==> src/hdl/zcbs_pkg.sv <==
package zcbs_pkg;

	localparam int SampleW = 16;
	localparam int IdxW = 12;
	localparam int CntW = 13;
	localparam int SumW = 14;
	localparam int SqW = 26;
	localparam int EnW = 44;
	localparam int MaxSamples = 4096;
	localparam logic [31:0] DbPerLog2Q30 = 32'd3232284966;

	localparam logic [1:0] RegRate = 2'd0;
	localparam logic [1:0] RegMinPer = 2'd1;
	localparam logic [1:0] RegMaxPer = 2'd2;

	typedef enum logic [3:0] {
		ST_RUN,
		ST_PREP,
		ST_MUL,
		ST_NUM,
		ST_DIVM,
		ST_SQRT,
		ST_DIVS,
		ST_NORM,
		ST_LOG,
		ST_DB,
		ST_OUT
	} zcbs_state_t;

	// controller to datapath
	typedef struct packed {
		logic acc_en;
		logic clear;
		logic prep;
		logic mul;
		logic num;
		logic divm_init;
		logic div_step;
		logic sqrt_init;
		logic sqrt_step;
		logic divs_init;
		logic norm_step;
		logic log_step;
		logic db;
		logic load_out;
	} zcbs_cmd_t;

	// datapath to controller
	typedef struct packed {
		logic div_done;
		logic sqrt_done;
		logic norm_done;
		logic log_done;
	} zcbs_sts_t;

endpackage

==> src/hdl/zcbs_ctrl.sv <==
module zcbs_ctrl (
	input  logic clk,
	input  logic arst_n,
	input  logic in_valid,
	input  logic in_last,
	output logic in_ready,
	input  logic out_busy,
	input  zcbs_pkg::zcbs_sts_t sts,
	output zcbs_pkg::zcbs_cmd_t cmd
);

	zcbs_pkg::zcbs_state_t state_q, state_nx;
	logic acc;

	assign acc = in_valid && in_ready;

	always_ff @(posedge clk or negedge arst_n) begin
		if (!arst_n) begin
			state_q <= zcbs_pkg::ST_RUN;
		end else begin
			state_q <= state_nx;
		end
	end

	// next state
	always_comb begin
		state_nx = state_q;
		unique case (state_q)
			zcbs_pkg::ST_RUN: if (acc && in_last) state_nx = zcbs_pkg::ST_PREP;
			zcbs_pkg::ST_PREP: state_nx = zcbs_pkg::ST_MUL;
			zcbs_pkg::ST_MUL: state_nx = zcbs_pkg::ST_NUM;
			zcbs_pkg::ST_NUM: state_nx = zcbs_pkg::ST_DIVM;
			zcbs_pkg::ST_DIVM: if (sts.div_done) state_nx = zcbs_pkg::ST_SQRT;
			zcbs_pkg::ST_SQRT: if (sts.sqrt_done) state_nx = zcbs_pkg::ST_DIVS;
			zcbs_pkg::ST_DIVS: if (sts.div_done) state_nx = zcbs_pkg::ST_NORM;
			zcbs_pkg::ST_NORM: if (sts.norm_done) state_nx = zcbs_pkg::ST_LOG;
			zcbs_pkg::ST_LOG: if (sts.log_done) state_nx = zcbs_pkg::ST_DB;
			zcbs_pkg::ST_DB: state_nx = zcbs_pkg::ST_OUT;
			zcbs_pkg::ST_OUT: if (!out_busy) state_nx = zcbs_pkg::ST_RUN;
			default: state_nx = zcbs_pkg::ST_RUN;
		endcase
	end

	// outputs
	always_comb begin
		cmd = '0;
		in_ready = 1'b0;
		unique case (state_q)
			zcbs_pkg::ST_RUN: begin
				in_ready = 1'b1;
				cmd.acc_en = acc;
			end
			zcbs_pkg::ST_PREP: cmd.prep = 1'b1;
			zcbs_pkg::ST_MUL: cmd.mul = 1'b1;
			zcbs_pkg::ST_NUM: begin
				cmd.num = 1'b1;
				cmd.divm_init = 1'b1;
			end
			zcbs_pkg::ST_DIVM: begin
				cmd.div_step = 1'b1;
				cmd.sqrt_init = sts.div_done;
			end
			zcbs_pkg::ST_SQRT: begin
				cmd.sqrt_step = 1'b1;
				cmd.divs_init = sts.sqrt_done;
			end
			zcbs_pkg::ST_DIVS: cmd.div_step = 1'b1;
			zcbs_pkg::ST_NORM: cmd.norm_step = 1'b1;
			zcbs_pkg::ST_LOG: cmd.log_step = 1'b1;
			zcbs_pkg::ST_DB: cmd.db = 1'b1;
			zcbs_pkg::ST_OUT: begin
				cmd.load_out = !out_busy;
				cmd.clear = !out_busy;
			end
			default: ;
		endcase
	end

endmodule

==> config.mk <==
export PLATFORM = sky130hd
export DESIGN_NAME = zcbs_ctrl
export DESIGN_NICKNAME = d
export VERILOG_FILES = /design/src/hdl/zcbs_pkg.sv /design/src/hdl/zcbs_ctrl.sv
export SDC_FILE = /design/constraint.sdc
export NUM_CORES = 1
export LEC_CHECK = 0
export BUFFER_PORTS_ARGS = -buffer_cell sky130_fd_sc_hd__buf_2
export CAP_MARGIN = 5
export CORE_AREA = 2 2 39 41
export CTS_CLUSTER_DIAMETER = 30
export CTS_CLUSTER_SIZE = 24
export DETAILED_ROUTE_END_ITERATION = 8
export DIE_AREA = 0 0 41 43
export PLACE_DENSITY = 0.63
export REMOVE_ABC_BUFFERS = 1
export SLEW_MARGIN = 20
export SYNTH_ARGS = -nofsm -noshare
export SYNTH_HDL_FRONTEND = slang
export SYNTH_SLANG_ARGS = --single-unit
==> constraint.sdc <==
create_clock -name clk -period 3.1 [get_ports clk]
set_input_delay 0.31 -clock clk [delete_from_list [all_inputs] [get_ports clk]]
set_output_delay 0.31 -clock clk [all_outputs]
set_load 0.05 [all_outputs]
# == After elaboration in Yosys (flattened, before gate mapping) ==
# Index checks and enable logic that the tools add are counted.
# op_classes
n_eq_ne,17
n_mux,20
n_reduce_logical,6
# ops
op,n
4-bit one-hot mux with 11 select lines,1
4-bit 2-to-1 mux,7
"4-bit by 3-bit equality test with 1-bit output, second input constant",4
"2-bit inequality test, second input constant",7
"4-bit equality test, second input constant",3
1-bit 2-to-1 mux,10
"4-bit by 2-bit equality test with 1-bit output, second input constant",2
7-bit AND reduction,1
"4-bit by 1-bit equality test with 1-bit output, second input constant",1
4-bit zero test,1
2-bit 2-to-1 mux,2
1-bit logical AND,2
2-bit OR reduction,1
1-bit zero test,1
# word_totals
ff_bits,4
output_inout_bits,15

# == Longest topological paths before layout ==
# Gate-level depths: netlist of run 1.
# depth
ltp_word,6
depth_mapped,5
ltp_nobuf,4

# == Least setup slack after synthesis of run 1 ==
# Ideal clock, no wire load.
# synth_timing
path_kind,reg2out
start,register state_q[3]
end,output port cmd[6] (netlist bit)
arrival_ps,2313
required_time_ps,2790
slack_ps,477
stages_incl_launch_ff,4
n_path_buf,1
cell_sequence,dfrtp_1 buf_6 nand2b_4 nor4b_1
# synth_rtl
item,line_no,text
"start, declared",zcbs_ctrl.sv:12,"zcbs_pkg::zcbs_state_t state_q, state_nx;"
"start signal, assigned",zcbs_ctrl.sv:19,state_q <= zcbs_pkg::ST_RUN;
"start signal, assigned",zcbs_ctrl.sv:21,state_q <= state_nx;
"end, declared",zcbs_ctrl.sv:9,output zcbs_pkg::zcbs_cmd_t cmd

==> reports/metrics.cfg, run 1 <==
[sta]
skew_ps = 5.262
period_minus_slack_ps = 1866
hold_slack_ps = 415.3
worst_pin_slew_ps = 387.6
hold_violations = 0
timing.final.ws_setup_ps = 1234
rsz0062_at_grt = no
setup_viol = 0
max_freq_mhz = 535.8
slew_violations = 0
max-slew-margin-rel_pct = 74.16
fin_crit_sh_pct = 60.20

[clock_tree]
cts_buffer_depth = 2
post-cts-setup-buffers = 0
cts_resized = 0
htreeDepth = 1
cts_tree = done
clkLatencyLatePin_ps = 230
cts_root_buf = clkbuf_4
cts.sinks = 4
cts_hold_buffers = 1
cts_buffers = 3
path_clk_slew_ps = 40

[route]
wl_per_cell_um = 11.05
num_vias = 418
drc = 0
drt-total-wl_um = 961
drtAntennaViolNets = 0
drtIter0Drc = 7
avgViaCountPerCell = 4.805
drt-pass1-iter-count = 4

[final_layout]
largest_reg_flops = 4
finalCoreUtilization_pct = 39.60
drive_gt1_share_pct = 46.48
stdcell_count = 87
area_growth_pct = 25.50
diodes = 0
nets = 82
top_regs = state_q (4)
regMostFlops = state_q

[critical_path]
crit_type = reg -> out
r2r_slack_ps = 1400
crit_family = simple AND/OR/NAND/NOR gates
critPathRequiredTime_ps = 2790
start_kind = flip-flop
max_stage_delay_ps = 500
cp_max_fo = 10
cp-end-kind = primary output
critPathArrivalTime_ps = 1560
path_cells = nand2b_1 > nor3_1 > buf_2
slowest_stage = dfrtp_1
cp_num_buf_inv = 1

[yosys]
yosysSeqAreaShare_pct = 22.92
synth_area_um2 = 436.7
synth.distinct_cells = 24
ys_seq_elements = 4
syn_area_per_cell_um2 = 8.733
synth_largest_area_cell = dfrtp_1
synthCells = 50
synth_top_area_share_pct = 22.92
synth_area_leaders = dfrtp_1 23%, buf_6 7.7%, mux2_4 6.9%, nor2_1 6.0%, o2111ai_4 6.0%
ys_warn_count = 0

[global_routing]
grt_pass1_vias = 339
grtUsageTotal_pct = 11.67
grt_pass1_wl_um = 1380
grt_overflow = 0
grt_max_degree = 12
antenna_found_initial = 0

[floorplan]
design.core.area_mm2 = 0.001384
ios = 24
fp.dieArea_mm2 = 0.001763
rows = 14
die_y_um = 43
die_w_um = 41
initial_core_util_pct = 31.56

[place]
place_ws_ps = 1410
io_buffers = 23
gp_congestion = 0.7147
dpl.hpwl_um = 756.3
place_inst = 83

[job]
cap_violations = 0

[worst_hold_path]
hp-class = in -> async

[outcome]
status = complete, no violations

-- worst register-to-register path: stages, from the launching register on --
cell	delay, ps
dfrtp_1	490
nand2b_1	260
or3_4	370
o2111ai_4	130
mux2_4	320
-- logic make-up (layout without fill, tap and decap cells) --
logic type / count (synthesis) / in the layout / synth area share, %
buffers and inverters: 7 / 28 / 13.75
AND/OR/NAND/NOR: 27 / 27 / 35.24
multiplexers: 3 / 3 / 9.169
AO/OA/AOI/OAI: 8 / 8 / 16.91
flip-flops: 4 / 4 / 22.92
XOR/XNOR: 1 / 1 / 2.006
-- placed cells by master, fill, tap and decap left out, types with 2 or more instances in the layout --
cell and instances:
nand2b_1 2, nand2_1 5, clkbuf_4 3, nor2_1 7
nor3_1 5, dfrtp_1 4, mux2_4 2, buf_2 23
and2_1 2, o21ai_0 3
-- Yosys cell counts --
| cell | n |
|---|---|
| nor2_1 | 7 |
| nand2_1 | 5 |
| nor3_1 | 5 |
| dfrtp_1 | 4 |
| buf_4 | 3 |
| buf_6 | 3 |
| o21ai_0 | 3 |
| and2_1 | 2 |
| mux2_4 | 2 |
| nand2b_1 | 2 |
| a211o_1 | 1 |
| a21o_1 | 1 |
| inv_1 | 1 |
| mux2i_1 | 1 |
| nand2_2 | 1 |
| nand2b_4 | 1 |
| nor4_2 | 1 |
| nor4b_1 | 1 |
| o2111ai_4 | 1 |
| o211ai_1 | 1 |
| o22a_1 | 1 |
| or2_1 | 1 |
| or3_4 | 1 |
| xor2_1 | 1 |
-- cell type report --
class,instances,area [um^2]
clock buffers,3,22.52
fillers,147,835.8
inverters,1,3.754
multi-input cells,39,276.5
flip-flops and latches,4,100.1
well taps,16,20.02
repair buffers,24,125.1
-- path summary, 6_finish.rpt --
check,start,end,depth (start not counted)
max,state_q[2],cmd[0],3
min,arst_n,state_q[2],2
max reg2reg,state_q[1],state_q[1],4
min reg2reg,state_q[0],state_q[0],2
max in group asynchronous,arst_n,state_q[0],2
min in group clk,sts[0],state_q[3],4
-- layer usage --
| metal | share of wire, % | vias to the layer above | routed length, um | track usage, % |
|---|---|---|---|---|
| met1 | 50 | 184 | 482 | 15.53 |
| li1 | - | 214 | - | - |
| met4 | 0 | 0 | 0 | 2.000 |
| met2 | 39 | 20 | 370 | 15.63 |
| met3 | 11 | 0 | 107 | 7.853 |
| met5 | 0 | - | 0 | 0 |
-- per-stage QoR --
stage	setup TNS, ps	area (um^2)
after floorplan	-27.69	380.4
after global placement	0	515.5
after detailed placement	0	515.5
after CTS	0	548.0
after global routing	0	548.0
final	0	548.0
Power of run 1 is not shown: default switching activity piles up to over one toggle a cycle in this logic, so the estimate is an artifact.
==> inputs of run 2 (changes only) <==
Settings changed: PLACE_DENSITY 0.63 to 0.65.
Clock period 3.1 ns to 1.6 ns, I/O delays scaled along.
==> run 2 against run 1 <==
Compared with the run above:
- non-clock buffer count grew 12
- highest routed layer is now met4
- largest cell class unchanged
- global-route usage is 5.0 points higher
- first-iteration DRC count is 29% lower
- critical path depth up 1
- cell count up 14%
- wire length increased by 34%
- die area unchanged
- clock skew fell by 3.2 ps
- register-to-register slack got worse by 1300 ps
- critical path type unchanged
- design area up 39%
- count of clock-buffer cells in the layout unchanged
- setup slack got worse by 1200 ps
==> reports/metrics.cfg, run 2 (same netlist as run 1, synthesis figures left out) <==
[final_layout]
fill_cells = 135  ; -8.2%
finalCoreUtilization_pct = 55.24  ; +16 points
largest_reg_flops = 4  ; unchanged
stdcell_count = 99  ; +14%
final_cell_mix = 14 x buf_4, 12 x buf_2, 6 x nor2_1, 6 x buf_6, 5 x clkbuf_4
nets = 94  ; +15%
diodes = 0  ; unchanged
final_common_cell = buf_4
regMostFlops = state_q
drive_gt1_share_pct = 68.67  ; +22 points
area_growth_pct = 75.07
top_regs = state_q (4)

[critical_path]
max_stage_delay_ps = 430  ; -70 ps
slowest_stage = dfrtp_2
crit_path_frequent_cell = buf_6
critPathArrivalTime_ps = 1430  ; -130 ps
start_kind = flip-flop
cp_num_buf_inv = 2  ; +1
r2r_slack_ps = 50  ; -1350 ps
crit_family = simple AND/OR/NAND/NOR gates
cp-end-kind = primary output
critPathRequiredTime_ps = 1440  ; -1350 ps
cp_max_fo = 6  ; -4
crit_type = reg -> out
r2r-end = state_q[1]
reg2reg_depth = 5  ; +1
path_cells = nand2b_4 > buf_6 > nor4b_4 > buf_6
reg2reg_from = state_q[1]

[clock_tree]
clkLatencyLatePin_ps = 230  ; about the same
cts_buffer_depth = 2  ; unchanged
cts_root_buf = clkbuf_4
cts_tree = done
cts.sinks = 4  ; unchanged
htreeDepth = 1  ; unchanged
cts_buffers = 3  ; unchanged
path_clk_slew_ps = 30  ; about the same

[power_and_ir_drop]
p_total_w = 0.001951
ir_drop_v = 0.001171
p_leak_nw = 0.3704
power.density_mw_per_mm2 = 2552

[floorplan]
die_w_um = 41  ; unchanged
rows = 14  ; unchanged
ios = 24  ; unchanged
fp.dieArea_mm2 = 0.001763  ; unchanged
die_y_um = 43  ; unchanged
design.core.area_mm2 = 0.001384  ; unchanged
initial_core_util_pct = 31.56  ; unchanged

[sta]
hold_violations = 0  ; unchanged
slew_violations = 0  ; unchanged
worst_pin_slew_ps = 263.8  ; -123.8 ps
period_minus_slack_ps = 1594
max-slew-margin-rel_pct = 82.41  ; +8.3 points
fin_crit_sh_pct = 99.61
max_freq_mhz = 627.4
setup_viol = 0  ; unchanged
rsz0062_at_grt = yes
setup_tns_ps = 0  ; unchanged
skew_ps = 2.069  ; -3.193 ps

[route]
num_vias = 482  ; +15%
top_layer = met4
wl_per_cell_um = 12.96  ; +17%
drtAntennaViolNets = 0  ; unchanged
avgViaCountPerCell = 4.869  ; +1.3%
m1WireLength_um = 470  ; -2.5%
drt-total-wl_um = 1283  ; +34%
wl_met3_um = 129  ; +21%
wl_met2_um = 672  ; +82%
drt-pass1-iter-count = 4  ; unchanged
drtIter0Drc = 5  ; -2
drc = 0  ; unchanged

[outcome]
status = complete, no violations

[place]
io_buffers = 23  ; unchanged
dpl.hpwl_um = 857.6  ; +13%
place_inst = 93  ; +12%
gp_congestion = 0.7977  ; +12%

[worst_hold_path]
hp-class = in -> async

[global_routing]
grt_pass1_vias = 460  ; +36%
grtUsageTotal_pct = 16.63  ; +5.0 points
grt_overflow = 0  ; unchanged
grt_pass1_wl_um = 1925  ; +39%
grt_max_degree = 8  ; -4
antenna_found_initial = 0  ; unchanged

[job]
cap_violations = 0  ; unchanged

==> run 2: cell types whose count changed in the layout (fill, tap and decap cells not counted), moves of 2 or more <==
cell	change
buf_4	+14
buf_2	-11
buf_6	+6
dfrtp_1	-3
dfrtp_2	+3
nor3_1	-3
clkbuf_4	+2
nor3_2	+2
==> run 2: cell type report <==
cell class | instances | area, um^2 | area share, %
multi-input cells | 39 | 341.6 | 44.68
inverters | 1 | 3.754 | 0.4910
repair buffers | 36 | 272.8 | 35.68
well taps | 16 | 20.02 | 2.619
flip-flops and latches | 4 | 103.9 | 13.58
clock buffers | 3 | 22.52 | 2.946
==> run 2: how the worst max path moves through the flow <==
stage                             to  cells after the start  slack (ps)  startpoint
after floorplan               cmd[0]                      2       -1360  state_q[2]
after global placement    state_q[2]                      4          70  state_q[1]
after detailed placement  state_q[1]                      4          30  state_q[1]
after CTS                    cmd[13]                      4         -10  state_q[0]
after global routing          cmd[4]                      5         -60  state_q[1]
final                         cmd[6]                      4           6  state_q[3]
==> run 2: power by group <==
| part | total [W] | internal, W | leakage, nW | switching, W |
|---|---|---|---|---|
| logic | 0.00156 | 0.000681 | 0.311 | 0.000877 |
| clock network | 0.000122 | 0.0000837 | 0.0138 | 0.0000388 |
| registers | 0.000270 | 0.000163 | 0.0460 | 0.000108 |
| total | 0.00195 | 0.000928 | 0.370 | 0.00102 |
==> run 2: routing by layer <==
layer,vias to the layer above,track usage [%]
met3,2,7.853
met1,219,17.59
met4,0,8.000
met2,23,26.25
li1,238,-
met5,-,0
==> run 2: metrics by stage <==
step | worst slack (ps) | hold slack [ps] | cell area [um^2]
floorplan | -1364 | -135.6 | 380.4
global placement | 68.42 | -32.06 | 590.6
detailed placement | 28.60 | -30.08 | 590.6
CTS | -10.62 | 257.5 | 683.2
global route | -59.88 | 291.1 | 764.5
finish | 6.185 | 269.9 | 764.5
==> run 2: what timing repair did <==
action	CTS	global route
gates cloned	0	0
pin swaps	1	5
endpoints found under the setup margin	6	16
hold buffers	1	0
gates resized for setup	16	24
endpoints found under the hold margin	4	0
setup buffers	1	1
(Power assumes the default switching activity.)
